<file path="src/sul_pkg.sv">
`default_nettype none
// ----------------------------------------------------------------------------
// sul_pkg: shared types and constants of the link setup block
// Holds the frame constants, the operation and status codes, the
// configuration record and the command record passed through the queue.
// ----------------------------------------------------------------------------
package sul_pkg;

    localparam int TIMER_WIDTH = 16;
    localparam int C_CMP_W     = (TIMER_WIDTH > 16) ? TIMER_WIDTH : 16;

    localparam logic [7:0] C_FLAG       = 8'h7E;
    localparam logic [3:0] C_ATT_MAX    = 4'd15;
    localparam int         C_Q_DEPTH    = 4;
    localparam int         C_Q_AW       = $clog2(C_Q_DEPTH);
    localparam int         C_PADDR_W    = 5;

    typedef enum logic [2:0] {
        BEAT_OPEN  = 3'd0,
        BEAT_ADDR  = 3'd1,
        BEAT_CTRL  = 3'd2,
        BEAT_BCC   = 3'd3,
        BEAT_CLOSE = 3'd4
    } t_beat;

    typedef enum logic [1:0] {
        OP_START = 2'd0,
        OP_BYTE  = 2'd1,
        OP_TICK  = 2'd2
    } t_op;

    typedef enum logic [1:0] {
        LK_IDLE = 2'd0,
        LK_WAIT = 2'd1,
        LK_CONN = 2'd2,
        LK_FAIL = 2'd3
    } t_link;

    typedef enum logic [2:0] {
        REG_ADDRESS  = 3'd0,
        REG_SET_CTRL = 3'd1,
        REG_UA_CTRL  = 3'd2,
        REG_TIMEOUT  = 3'd3,
        REG_MAX_ATT  = 3'd4
    } t_reg_idx;

    typedef struct packed {
        logic [7:0]  address_byte;
        logic [7:0]  set_control;
        logic [7:0]  ua_control;
        logic [15:0] timeout_ticks;
        logic [3:0]  max_attempts;
    } t_cfg;

    typedef struct packed {
        logic       is_frame;
        t_link      status;
        logic [7:0] addr;
        logic [7:0] ctrl;
    } t_cmd;

endpackage
`default_nettype wire

</file>
<file path="src/sul_cfg.sv">
`default_nettype none
// ----------------------------------------------------------------------------
// sul_cfg: configuration registers
// APB-style register file holding the frame fields, the timeout and the
// retry limit.
// ----------------------------------------------------------------------------
module sul_cfg
    import sul_pkg::*;
(
    input  wire logic                 i_clk,
    input  wire logic                 i_rst_n,
    input  wire logic                 psel,
    input  wire logic                 penable,
    input  wire logic                 pwrite,
    input  wire logic [C_PADDR_W-1:0] paddr,
    input  wire logic [31:0]          pwdata,
    output logic      [31:0]          prdata,
    output logic                      pready,
    output t_cfg                      o_cfg
);

    t_cfg     r_cfg;
    t_cfg     n_cfg;
    t_reg_idx w_idx;
    logic     w_wr;

    assign pready = 1'b1;
    assign w_idx  = t_reg_idx'(paddr[C_PADDR_W-1:2]);
    assign w_wr   = psel && penable && pwrite;
    assign o_cfg  = r_cfg;

    always_comb begin
        n_cfg = r_cfg;
        if (w_wr) begin
            case (w_idx)
                REG_ADDRESS:  n_cfg.address_byte  = pwdata[7:0];
                REG_SET_CTRL: n_cfg.set_control   = pwdata[7:0];
                REG_UA_CTRL:  n_cfg.ua_control    = pwdata[7:0];
                REG_TIMEOUT:  n_cfg.timeout_ticks = pwdata[15:0];
                REG_MAX_ATT:  n_cfg.max_attempts  = pwdata[3:0];
                default:      n_cfg = r_cfg;
            endcase
        end
    end

    always_comb begin
        case (w_idx)
            REG_ADDRESS:  prdata = {24'd0, r_cfg.address_byte};
            REG_SET_CTRL: prdata = {24'd0, r_cfg.set_control};
            REG_UA_CTRL:  prdata = {24'd0, r_cfg.ua_control};
            REG_TIMEOUT:  prdata = {16'd0, r_cfg.timeout_ticks};
            REG_MAX_ATT:  prdata = {28'd0, r_cfg.max_attempts};
            default:      prdata = 32'd0;
        endcase
    end

    always_ff @(posedge i_clk) begin
        if (!i_rst_n) begin
            r_cfg.address_byte  <= 8'd3;
            r_cfg.set_control   <= 8'd3;
            r_cfg.ua_control    <= 8'd7;
            r_cfg.timeout_ticks <= 16'd3;
            r_cfg.max_attempts  <= 4'd3;
        end else begin
            r_cfg <= n_cfg;
        end
    end

endmodule
`default_nettype wire

</file>
<file path="src/sul_front.sv">
`default_nettype none
// ----------------------------------------------------------------------------
// sul_front: item classifier and handshake state
// Takes each item while the queue is not full, runs the UA recognizer, the
// timeout counter and the attempt count, and queues a frame or status command.
// ----------------------------------------------------------------------------
module sul_front
    import sul_pkg::*;
(
    input  wire logic       i_clk,
    input  wire logic       i_rst_n,
    input  wire t_cfg       i_cfg,
    input  wire logic       i_in_valid,
    output logic            o_in_ready,
    input  wire logic [1:0] i_operation,
    input  wire logic [7:0] i_rx_byte,
    input  wire logic       i_q_full,
    output logic            o_push,
    output t_cmd            o_cmd
);

    typedef enum logic [2:0] {
        PH_START = 3'd0,
        PH_FLAG  = 3'd1,
        PH_ADDR  = 3'd2,
        PH_CTRL  = 3'd3,
        PH_BCC   = 3'd4
    } t_phase;

    t_phase                 r_phase, n_phase;
    logic [TIMER_WIDTH-1:0] r_tick, n_tick;
    logic [3:0]             r_att, n_att;
    t_link                  r_link, n_link;
    logic                   w_frame;
    logic                   w_fire;
    logic                   w_accept;
    logic [7:0]             w_bcc;

    assign o_in_ready = !i_q_full;
    assign w_accept   = i_in_valid && o_in_ready;
    assign w_bcc      = i_cfg.address_byte ^ i_cfg.ua_control;

    always_comb begin
        n_phase = r_phase;
        n_tick  = r_tick;
        n_att   = r_att;
        n_link  = r_link;
        w_frame = 1'b0;
        w_fire  = 1'b0;
        case (t_op'(i_operation))
            OP_START: begin
                n_att   = 4'd0;
                w_frame = 1'b1;
            end
            OP_BYTE: begin
                if (r_link == LK_WAIT) begin
                    case (r_phase)
                        PH_START: begin
                            if (i_rx_byte == C_FLAG) n_phase = PH_FLAG;
                        end
                        PH_FLAG: begin
                            if (i_rx_byte == i_cfg.address_byte) n_phase = PH_ADDR;
                            else if (i_rx_byte != C_FLAG) n_phase = PH_START;
                        end
                        PH_ADDR: begin
                            if (i_rx_byte == i_cfg.ua_control) n_phase = PH_CTRL;
                            else if (i_rx_byte == C_FLAG) n_phase = PH_FLAG;
                            else n_phase = PH_START;
                        end
                        PH_CTRL: begin
                            if (i_rx_byte == w_bcc) n_phase = PH_BCC;
                            else if (i_rx_byte == C_FLAG) n_phase = PH_FLAG;
                            else n_phase = PH_START;
                        end
                        PH_BCC: begin
                            n_phase = PH_START;
                            if (i_rx_byte == C_FLAG) begin
                                n_link = LK_CONN;
                                n_tick = '0;
                            end
                        end
                        default: n_phase = PH_START;
                    endcase
                end
            end
            OP_TICK: begin
                if (r_link == LK_WAIT) begin
                    if (r_tick != '1) n_tick = r_tick + 1'b1;
                    w_fire = (C_CMP_W'(n_tick) >= C_CMP_W'(i_cfg.timeout_ticks))
                             || (n_tick == '1);
                    if (w_fire) begin
                        n_tick = '0;
                        if (r_att != C_ATT_MAX) n_att = r_att + 4'd1;
                        if (n_att < i_cfg.max_attempts) begin
                            w_frame = 1'b1;
                        end else begin
                            n_link  = LK_FAIL;
                            n_phase = PH_START;
                        end
                    end
                end
            end
            default: n_link = r_link;
        endcase
        if (w_frame) begin
            n_link  = LK_WAIT;
            n_phase = PH_START;
            n_tick  = '0;
        end
    end

    assign o_push         = w_accept;
    assign o_cmd.is_frame = w_frame;
    assign o_cmd.status   = n_link;
    assign o_cmd.addr     = i_cfg.address_byte;
    assign o_cmd.ctrl     = i_cfg.set_control;

    always_ff @(posedge i_clk) begin
        if (!i_rst_n) begin
            r_phase <= PH_START;
            r_tick  <= '0;
            r_att   <= 4'd0;
            r_link  <= LK_IDLE;
        end else if (w_accept) begin
            r_phase <= n_phase;
            r_tick  <= n_tick;
            r_att   <= n_att;
            r_link  <= n_link;
        end
    end

endmodule
`default_nettype wire

</file>
<file path="src/sul_queue.sv">
`default_nettype none
// ----------------------------------------------------------------------------
// sul_queue: command queue
// Short first-in first-out queue of commands from the front to the back.
// ----------------------------------------------------------------------------
module sul_queue
    import sul_pkg::*;
(
    input  wire logic i_clk,
    input  wire logic i_rst_n,
    input  wire logic i_push,
    input  wire t_cmd i_cmd,
    output logic      o_full,
    input  wire logic i_pop,
    output logic      o_valid,
    output t_cmd      o_cmd
);

    t_cmd              r_mem [C_Q_DEPTH];
    logic [C_Q_AW-1:0] r_wr_ptr;
    logic [C_Q_AW-1:0] r_rd_ptr;
    logic [C_Q_AW:0]   r_count;
    logic              w_push;
    logic              w_pop;

    assign o_full  = (r_count == (C_Q_AW+1)'(C_Q_DEPTH));
    assign o_valid = (r_count != '0);
    assign o_cmd   = r_mem[r_rd_ptr];
    assign w_push  = i_push && !o_full;
    assign w_pop   = i_pop && o_valid;

    always_ff @(posedge i_clk) begin
        if (w_push) begin
            r_mem[r_wr_ptr] <= i_cmd;
        end
    end

    always_ff @(posedge i_clk) begin
        if (!i_rst_n) begin
            r_wr_ptr <= '0;
            r_rd_ptr <= '0;
            r_count  <= '0;
        end else begin
            if (w_push) r_wr_ptr <= r_wr_ptr + 1'b1;
            if (w_pop) r_rd_ptr <= r_rd_ptr + 1'b1;
            if (w_push && !w_pop) r_count <= r_count + 1'b1;
            else if (w_pop && !w_push) r_count <= r_count - 1'b1;
        end
    end

endmodule
`default_nettype wire

</file>
<file path="src/sul_back.sv">
`default_nettype none
// ----------------------------------------------------------------------------
// sul_back: result sequencer
// Pops commands and emits either the five SET frame bytes, one per cycle while the
// output is ready, or a single status result, through a registered output stage.
// ----------------------------------------------------------------------------
module sul_back
    import sul_pkg::*;
(
    input  wire logic       i_clk,
    input  wire logic       i_rst_n,
    input  wire logic       i_q_valid,
    input  wire t_cmd       i_q_cmd,
    output logic            o_pop,
    output logic            o_out_valid,
    input  wire logic       i_out_ready,
    output logic [7:0]      o_tx_byte,
    output logic            o_tx_valid,
    output logic [1:0]      o_link_status,
    output logic            o_last
);

    t_cmd       r_cmd;
    t_beat      r_beat;
    logic       r_active;
    logic       r_out_valid;
    logic [7:0] r_tx_byte;
    logic       r_tx_valid;
    t_link      r_status;
    logic       r_last;
    logic       w_load;
    logic       w_go;
    t_cmd       w_cmd;
    t_beat      w_beat;
    logic [7:0] w_byte;
    logic       w_more;

    assign w_load = !r_out_valid || i_out_ready;
    assign w_go   = w_load && (r_active || i_q_valid);
    assign o_pop  = w_load && !r_active && i_q_valid;
    assign w_cmd  = r_active ? r_cmd : i_q_cmd;
    assign w_beat = r_active ? r_beat : BEAT_OPEN;
    assign w_more = w_cmd.is_frame && (w_beat != BEAT_CLOSE);

    always_comb begin
        case (w_beat)
            BEAT_OPEN:  w_byte = C_FLAG;
            BEAT_ADDR:  w_byte = w_cmd.addr;
            BEAT_CTRL:  w_byte = w_cmd.ctrl;
            BEAT_BCC:   w_byte = w_cmd.addr ^ w_cmd.ctrl;
            BEAT_CLOSE: w_byte = C_FLAG;
            default:    w_byte = 8'd0;
        endcase
    end

    always_ff @(posedge i_clk) begin
        if (!i_rst_n) begin
            r_active    <= 1'b0;
            r_out_valid <= 1'b0;
            r_beat      <= BEAT_OPEN;
        end else if (w_load) begin
            r_out_valid <= w_go;
            if (w_go) begin
                r_active <= w_more;
                r_beat   <= t_beat'(w_beat + 3'd1);
            end
        end
    end

    always_ff @(posedge i_clk) begin
        if (o_pop) begin
            r_cmd <= i_q_cmd;
        end
        if (w_go) begin
            r_tx_byte  <= w_cmd.is_frame ? w_byte : 8'd0;
            r_tx_valid <= w_cmd.is_frame;
            r_status   <= w_cmd.is_frame ? LK_WAIT : w_cmd.status;
            r_last     <= !w_more;
        end
    end

    assign o_out_valid   = r_out_valid;
    assign o_tx_byte     = r_tx_byte;
    assign o_tx_valid    = r_tx_valid;
    assign o_link_status = r_status;
    assign o_last        = r_last;

`ifndef SYNTHESIS
    a_frame_waits: assert property (@(posedge i_clk) disable iff (!i_rst_n)
        r_out_valid && r_tx_valid |-> r_status == LK_WAIT)
        else $error("Frame byte shown without the waiting status.");

    a_status_single: assert property (@(posedge i_clk) disable iff (!i_rst_n)
        r_out_valid && !r_tx_valid |-> r_last && (r_tx_byte == 8'd0))
        else $error("Status result is not a single final item.");

    a_active_frame: assert property (@(posedge i_clk) disable iff (!i_rst_n)
        r_active |-> r_cmd.is_frame && r_out_valid && !r_last)
        else $error("Sequencer busy outside a frame.");

    a_beat_order: assert property (@(posedge i_clk) disable iff (!i_rst_n)
        r_active && w_load |=> r_out_valid && r_tx_valid)
        else $error("Frame interrupted before its last byte.");
`endif

endmodule
`default_nettype wire

</file>
<file path="src/set_ua_link_setup.sv">
`default_nettype none
// ----------------------------------------------------------------------------
// set_ua_link_setup: SET/UA link setup handshake, transmitter side
// A start item, or a tick that reaches the timeout with attempts left, yields
// the five SET frame bytes as five result items, one per cycle while the output
// is ready; every other item yields one status item. The front takes one item
// per cycle while the queue is not full and stays ahead of the output by up to
// four queued commands; the sustained rate is set by the single byte-wide output
// port of the result sequencer: five result items per frame item, one per status.
// ----------------------------------------------------------------------------
module set_ua_link_setup
    import sul_pkg::*;
(
    input  wire logic                 i_clk,
    input  wire logic                 i_rst_n,
    input  wire logic                 i_in_valid,
    output logic                      o_in_ready,
    input  wire logic [1:0]           i_operation,
    input  wire logic [7:0]           i_rx_byte,
    output logic                      o_out_valid,
    input  wire logic                 i_out_ready,
    output logic [7:0]                o_tx_byte,
    output logic                      o_tx_valid,
    output logic [1:0]                o_link_status,
    output logic                      o_last,
    input  wire logic                 psel,
    input  wire logic                 penable,
    input  wire logic                 pwrite,
    input  wire logic [C_PADDR_W-1:0] paddr,
    input  wire logic [31:0]          pwdata,
    output logic      [31:0]          prdata,
    output logic                      pready
);

    t_cfg w_cfg;
    t_cmd w_push_cmd;
    t_cmd w_head_cmd;
    logic w_push;
    logic w_full;
    logic w_pop;
    logic w_head_valid;

    sul_cfg u_cfg (
        .i_clk   (i_clk),
        .i_rst_n (i_rst_n),
        .psel    (psel),
        .penable (penable),
        .pwrite  (pwrite),
        .paddr   (paddr),
        .pwdata  (pwdata),
        .prdata  (prdata),
        .pready  (pready),
        .o_cfg   (w_cfg)
    );

    sul_front u_front (
        .i_clk       (i_clk),
        .i_rst_n     (i_rst_n),
        .i_cfg       (w_cfg),
        .i_in_valid  (i_in_valid),
        .o_in_ready  (o_in_ready),
        .i_operation (i_operation),
        .i_rx_byte   (i_rx_byte),
        .i_q_full    (w_full),
        .o_push      (w_push),
        .o_cmd       (w_push_cmd)
    );

    sul_queue u_queue (
        .i_clk   (i_clk),
        .i_rst_n (i_rst_n),
        .i_push  (w_push),
        .i_cmd   (w_push_cmd),
        .o_full  (w_full),
        .i_pop   (w_pop),
        .o_valid (w_head_valid),
        .o_cmd   (w_head_cmd)
    );

    sul_back u_back (
        .i_clk         (i_clk),
        .i_rst_n       (i_rst_n),
        .i_q_valid     (w_head_valid),
        .i_q_cmd       (w_head_cmd),
        .o_pop         (w_pop),
        .o_out_valid   (o_out_valid),
        .i_out_ready   (i_out_ready),
        .o_tx_byte     (o_tx_byte),
        .o_tx_valid    (o_tx_valid),
        .o_link_status (o_link_status),
        .o_last        (o_last)
    );

endmodule
`default_nettype wire

</file>
<file path="config.mk">
export PLATFORM = sky130hd
export DESIGN_NAME = set_ua_link_setup
export DESIGN_NICKNAME = d
export VERILOG_FILES = /design/src/sul_pkg.sv /design/src/sul_cfg.sv /design/src/sul_front.sv /design/src/sul_queue.sv /design/src/sul_back.sv /design/src/set_ua_link_setup.sv
export SDC_FILE = /design/constraint.sdc
export NUM_CORES = 1
export LEC_CHECK = 0
export BUFFER_PORTS_ARGS = -buffer_cell sky130_fd_sc_hd__clkbuf_2
export CORE_AREA = 2 2 117 147
export CTS_BUF_LIST = sky130_fd_sc_hd__clkbuf_4
export DETAILED_ROUTE_END_ITERATION = 8
export DIE_AREA = 0 0 119 149
export HOLD_SLACK_MARGIN = 0.1
export PLACE_DENSITY = 0.81
export SKIP_LAST_GASP = 1
export SLEW_MARGIN = 20
export SYNTH_ARGS = -nofsm -noshare
export SYNTH_HDL_FRONTEND = slang
export SYNTH_SLANG_ARGS = --single-unit
</file>
<file path="constraint.sdc">
create_clock -name i_clk -period 6.45 [get_ports i_clk]
set_clock_uncertainty 0.05 [all_clocks]
set_input_delay 1.29 -clock i_clk [delete_from_list [all_inputs] [get_ports i_clk]]
set_output_delay 1.29 -clock i_clk [all_outputs]
set_load 0.005 [all_outputs]
</file>
After elaboration in Yosys (flattened, before gate mapping)
Memories as Yosys holds them, arrays and structs flattened. A register that Yosys moved wholly into a read port is not among the register bits.
Cells that the tools add are included.

word-level totals
  register bits after elaboration = 112
  ROM bits = 0
  memories = 1
  input bits = 54
  RAM bits = 76
  bits in latches = 0
  logic and storage cells = 160

memory list
  name           words  bits a word  rd ports  clocked after memory_dff  write ports  line             text
  u_queue.r_mem  4      19           1         1                         1            sul_queue.sv:19  t_cmd r_mem [C_Q_DEPTH];

operators by class
  magnitude comparators = 2
  bitwise operators = 2
  shifts and indexed selects = 0
  $mul = 0
  add/sub/neg operators = 7
  multiplexer cells = 52
  div/mod/pow operators = 0
  reductions and logical operators = 38
  equality and inequality tests = 35

operators by type and width
  operator               count
  $mux 16                9
  $pmux 16 s5            1
  $mux 3                 13
  $pmux 16 s2            1
  $pmux 8 s4             1
  $eq 8x8->1             3
  $mux 4                 6
  $mux 19                1
  $eq 3x2->1 const B     6
  $mux 2                 9
  $add 16x1->16 const B  1
  $eq 16x16->1 const B   1
  $ge 16x16->1           1
  $ne 16x16->1 const B   1
  $xor 8x8->8            2
  $ne 3x1->1 const B     5
  $eq 3x3->1 const B     4
  $pmux 3 s4             1
  $reduce_and 2->1       6
  $logic_and 1x1->1      11
  $eq 3x1->1 const B     3
  $logic_not 3->1        3
  $eq 8x7->1 const B     1
  $ne 8x7->1 const B     1
  27 further kinds       45

Depth between registers and ports, before layout
  depth after elaboration = 16
  depth in mapped cells = 18
  depth with buffers taken out = 16

Hierarchy
A second synthesis with hierarchy kept.

unflattened totals
  cells, all modules = 906
  area, all modules = 10256.1 um^2

modules (own cells, without submodules)
  module     area each (um^2)  sequential area each (um^2)  cells an instance  times used
  sul_queue  3275.6            2462.4                       147                1
  sul_front  3052.9            500.5                        400                1
  sul_cfg    2233.4            880.8                        233                1
  sul_back   1694.1            1031.0                       126                1

Worst setup path before layout
No wires, ideal clock.

  path kind = register -> register
  start point = register u_front.r_tick[1]
  end point = memory u_queue.r_mem[0][16] in the netlist's numbering (data pin)
  cell stages (with the launch flop) = 18
  slack = 2.261 ns
  path buffers = 1
  library setup time = 0.263 ns
  data arrival time = 3.877 ns
  clock period less this slack = 4.189 ns
  path through = dfxtp_1 ha_1 buf_2 nand3_1 nor2_1 nand3_1 and3_1 xor2_1 ha_1 and4_1 a2111oi_0 o21ai_0 a21oi_1 o21ai_0 a21oi_2 nor2_2 or2_2 a21o_1

between the ends
  longest elaborated chain between the ends = 10

ends and longest elaborated chain
  element                                        line                              text
  start: declaration                             sul_front.sv:31                   logic [TIMER_WIDTH-1:0] r_tick, n_tick;
  start signal: assignment                       sul_front.sv:126                  r_tick <= n_tick;
  $add 16x1->16 or $ne 16x16->1 (tied branches)  sul_front.sv:88                   if (r_tick != '1) n_tick = r_tick + 1'b1;
  $mux 16 (*)                                    sul_front.sv:88
  $mux 16 (*)                                    sul_front.sv:87                   if (r_link == LK_WAIT) begin
  $mux 16 (*)                                    sul_front.sv:50                   case (t_op'(i_operation))
  $ge 16x16->1 or $eq 16x16->1 (tied branches)   sul_front.sv:89, sul_front.sv:90
  $logic_or 1x1->1 (*)                           sul_front.sv:90                   || (n_tick == '1);
  $mux 1 (*)                                     sul_front.sv:91                   if (w_fire) begin
  $mux 1 (*)                                     sul_front.sv:87
  $pmux 1 s2 (*)                                 sul_front.sv:50
  net u_front.w_frame                            sul_front.sv:34                   logic w_frame;
  $mux 2 (*)                                     sul_front.sv:105                  if (w_frame) begin
  net u_front.n_link[0]                          sul_front.sv:33                   t_link r_link, n_link;
  end: declaration                               sul_queue.sv:19

The timed path passes the listed nets; every way through them passes the cells marked *. The select of a mux whose other input is x is not followed.

Worst setup path after layout
  start point = register u_front.r_tick[0]
  end point = register u_front.r_tick[9]

between the ends
  longest elaborated chain between the ends = 11

ends and longest elaborated chain
  element                                                    line
  $add 16x1->16 or $ne 16x16->1 (tied branches)              sul_front.sv:88
  $mux 16 (*)                                                sul_front.sv:88
  $mux 16 (*)                                                sul_front.sv:87
  $mux 16 (*)                                                sul_front.sv:50
  $ge 16x16->1 or $eq 16x16->1 (tied branches)               sul_front.sv:89, sul_front.sv:90
  $logic_or 1x1->1                                           sul_front.sv:90
  $mux 1                                                     sul_front.sv:91
  $mux 1                                                     sul_front.sv:87
  $pmux 1 s2                                                 sul_front.sv:50
  $ne 3x1->1 (no line) or $reduce_bool 3->1 (tied branches)  --
  $reduce_and 6->1 (no line)                                 --

Every way passes the cells marked *; elsewhere a longest branch is shown, timed or not. The select of a mux whose other input is x is not followed.
A chain may end at the register's enable or synchronous reset.

==> flow_summary_export.csv <==
group,metric,value,unit
outcome,status,"finished clean",
final_layout,syn_to_final_growth,7.25,%
clocking,cts_buffer_depth,2,
critical_path,reg2reg_slack,1.21,ns
pwr,power,2.88,mW
timing,relSlewSlack,33.0,%
route,vias,6772,
grt,grt_usage,23.9,%
pwr,ir_drop,0.182,mV
final_layout,final_core_util,62.8,%
logic_synthesis,synthDistinctLibCells,72,
logic_synthesis,synth-seq-cells,190,
die,rows,53,
die,core_area,16500,um^2
clocking,clk_pin_slew,0.14,ns
logic_synthesis,synth_top_family_by_area,"simple AND/OR/NAND/NOR gates",
logic_synthesis,async_flop_share,0,%
logic_synthesis,seq_area_frac_synth,50.4,%
timing,hold_violations,0,
critical_path,worstSetupEndpointType,"flop",
timing,rsz0062_at_grt,"no",
route,drt_pass1_iterations,5,
logic_synthesis,synth_compound_area_share,9.40,%
critical_path,worst-path-buf-inv,0,
die,die_area,17700,um^2
critical_path,slowest_delay,0.58,ns
logic_synthesis,synth.area.top_cells,"edfxtp_1, dfxtp_1, mux2i_1, mux4_2, ha_1",
timing,slew_viol_final,0,
critical_path,critPathLaunchType,"flop",
critical_path,crit_arrival,5.68,ns
grt,antenna_found_initial,1,
die,die_h,149,um
timing,finalSetupViolations,0,
logic_synthesis,yosys-mux-area-fraction,11.5,%
clocking,clock_sinks,190,
place,place_congestion,0.916,
critical_path,required,6.89,ns
critical_path,critical-path-slowest-cell,"o31a_1",
logic_synthesis,synth_common_cells,"edfxtp_1, nand2_1, dfxtp_1",
clocking,cts_buffers,17,
critical_path,path_class,"reg2reg",
final_layout,layout-drive-gt1-share,16.1,%
grt,grt_max_degree,47,
logic_synthesis,synth_most_common_cell,"edfxtp_1",
route,post_drt_wl_per_cell,17.5,um
die,io_pins,101,
logic_synthesis,yosys.area_share.simple,15.8,%
timing,fin_crit,5.24,ns
critical_path,path_delay_family,"compound AO/OA/AOI/OAI gates",
logic_synthesis,netlist_instances,879,
grt,grt_pass1_wl,33100,um
timing,period_share,81.2,%
critical_path,crit_fanout,14,
logic_synthesis,synthXorXnorAreaFrac,3.44,%
logic_synthesis,synth_top_cell_by_area,"edfxtp_1",
grt,grt_overflow,0,
logic_synthesis,avgSynthCellArea,11.0,um^2
min_path,hold_path.class,"reg2reg",
logic_synthesis,synth_edf_count,107,
die,initial_core_util,58.5,%
grt,grt_pass1_vias,6655,
timing,fin_hold_ws,0.418,ns
route,viasPerCell,5.84,
logic_synthesis,yosys_warnings,0,
route,route.antenna.remaining_nets,0,
clocking,cts_setup_buffers,0,
timing,worstMarginPinSlew,1.01,ns
place,dp_hpwl,15000,um
clocking,htree_levels,4,
logic_synthesis,netlist_area,9670,um^2
pwr,power_density,278,nW/um^2
timing,fin_setup_tns,0,ns
clocking,cts_resized,0,
timing,max_freq,191,MHz
route,drt-initial-drc-count,367,
clocking,cts_tree,"built",
clocking,hold_buffers,0,
critical_path,crit_chain,"ha_1, nand3_1, nor2_1, nand3_1, and3_1, xor2_1, ha_1, and4_1, a2111oi_0, o21ai_0, a21oi_1, o21ai_0, a21oi_2, o31a_1, a21oi_1, o31ai_1",
logic_synthesis,synth_ff_type,"edfxtp_1",
route,drt_wl_total,20300,um
logic_synthesis,synth_top_area_share,33.2,%
clocking,insertion_delay,0.57,ns
place,io_buffers,65,
die,die_x,119,um
final_layout,nets,1016,
pwr,leakage,4.01,nW
route,drcViolationCount,0,
run,drv_cap,0,
clocking,clockRootBuffer,"clkbuf_4",
logic_synthesis,synth-adder-area-share,4.74,%
-- state kept, by name, indices dropped and copies added (netlist names), 2 cells and up, named ones only --
name and cells:
u_queue.r_rd_ptr 2, u_cfg.o_cfg 44, u_front.r_phase 3, u_front.r_att 4, u_back.r_cmd 19, u_queue.r_mem 76, u_queue.r_wr_ptr 2, u_back.o_tx_byte 8
u_queue.r_count 3, u_front.r_link 2, u_back.o_link_status 2, u_front.r_tick 16, u_back.r_beat 3
-- where the power goes --
group	total (mW)	internal, mW	switching (mW)
Sequential	1.59	1.51	0.0856
Clock	0.625	0.240	0.385
Combinational	0.661	0.281	0.380
Total	2.88	2.03	0.851
-- worst register-to-register path, delay by kind of cell, from the launching register on --
kind                     cells  cell delay [ns]
adder cells (fa/ha/maj)      2             0.72
flip-flops                   1             0.53
AND/OR/NAND/NOR              5             1.36
AO/OA/AOI/OAI                8             2.22
XOR/XNOR                     1             0.30
-- path summary, 6_finish.rpt --
path | startpoint | to | cells after the start
max | u_front.r_tick[0] | u_front.r_tick[9] | 16
min | u_cfg.o_cfg[14] | u_cfg.o_cfg[14] | 2
max reg2reg | u_front.r_tick[0] | u_front.r_tick[9] | 16
min reg2reg | u_cfg.o_cfg[14] | u_cfg.o_cfg[14] | 2
-- logic make-up after synthesis --
logic type | after synthesis
buffers and inverters | 97
flip-flops | 190
AND/OR/NAND/NOR | 292
XOR/XNOR | 38
other | 2
multiplexers | 82
AO/OA/AOI/OAI | 142
adder cells (fa/ha/maj) | 36
-- layer usage --
| layer | global-route usage, % | vias to the layer above | part of all wire, % |
|---|---|---|---|
| met3 | 5.01 | 53 | 4.7 |
| met5 | 0 | - | 0 |
| met1 | 25.7 | 3280 | 39 |
| met2 | 44.4 | 171 | 53 |
| met4 | 11.4 | 0 | 3.7 |
| li1 | - | 3268 | - |
-- final cells by class --
cell class | count | area, um^2
Fill cell | 1326 | 6140
Sequential cell | 190 | 4870
Inverter | 38 | 143
Clock inverter | 12 | 123
Multi-Input combinational cell | 607 | 4420
Tap cell | 220 | 275
Antenna cell | 1 | 2.50
Clock buffer | 20 | 150
Timing Repair Buffer | 72 | 378
-- metrics by stage --
| stage | worst slack [ns] | instances | instance area, um^2 |
|---|---|---|---|
| 4_1_cts | 1.26 | 1159 | 10400 |
| 6_report | 1.21 | 1160 | 10400 |
| 3_5_place_dp | 1.26 | 1127 | 10100 |
| 3_3_place_gp | 1.40 | 1127 | 10100 |
| 2_1_floorplan | 2.26 | 894 | 9720 |
| 5_1_grt | 0.840 | 1160 | 10400 |
-- layout by cell type, fill, tap and decap left out, types with 11 or more instances in the layout --
| cell | Yosys | final |
|---|---|---|
| clkbuf_4 | 0 | 20 |
| nand3_1 | 30 | 30 |
| and3_1 | 11 | 11 |
| xor2_1 | 16 | 16 |
| nor3_1 | 12 | 11 |
| nand2_1 | 92 | 92 |
| o22ai_1 | 12 | 12 |
| conb_1 | 2 | 17 |
| mux2i_1 | 57 | 57 |
| a21oi_1 | 60 | 60 |
| inv_1 | 36 | 36 |
| xnor2_1 | 22 | 22 |
| mux4_2 | 23 | 23 |
| o21ai_0 | 17 | 17 |
| nand4_1 | 13 | 13 |
| dfxtp_1 | 83 | 83 |
| edfxtp_1 | 107 | 107 |
| ha_1 | 35 | 35 |
| nor2_1 | 67 | 66 |
| clkbuf_2 | 0 | 65 |
Power figures use the tool's default switching activity.
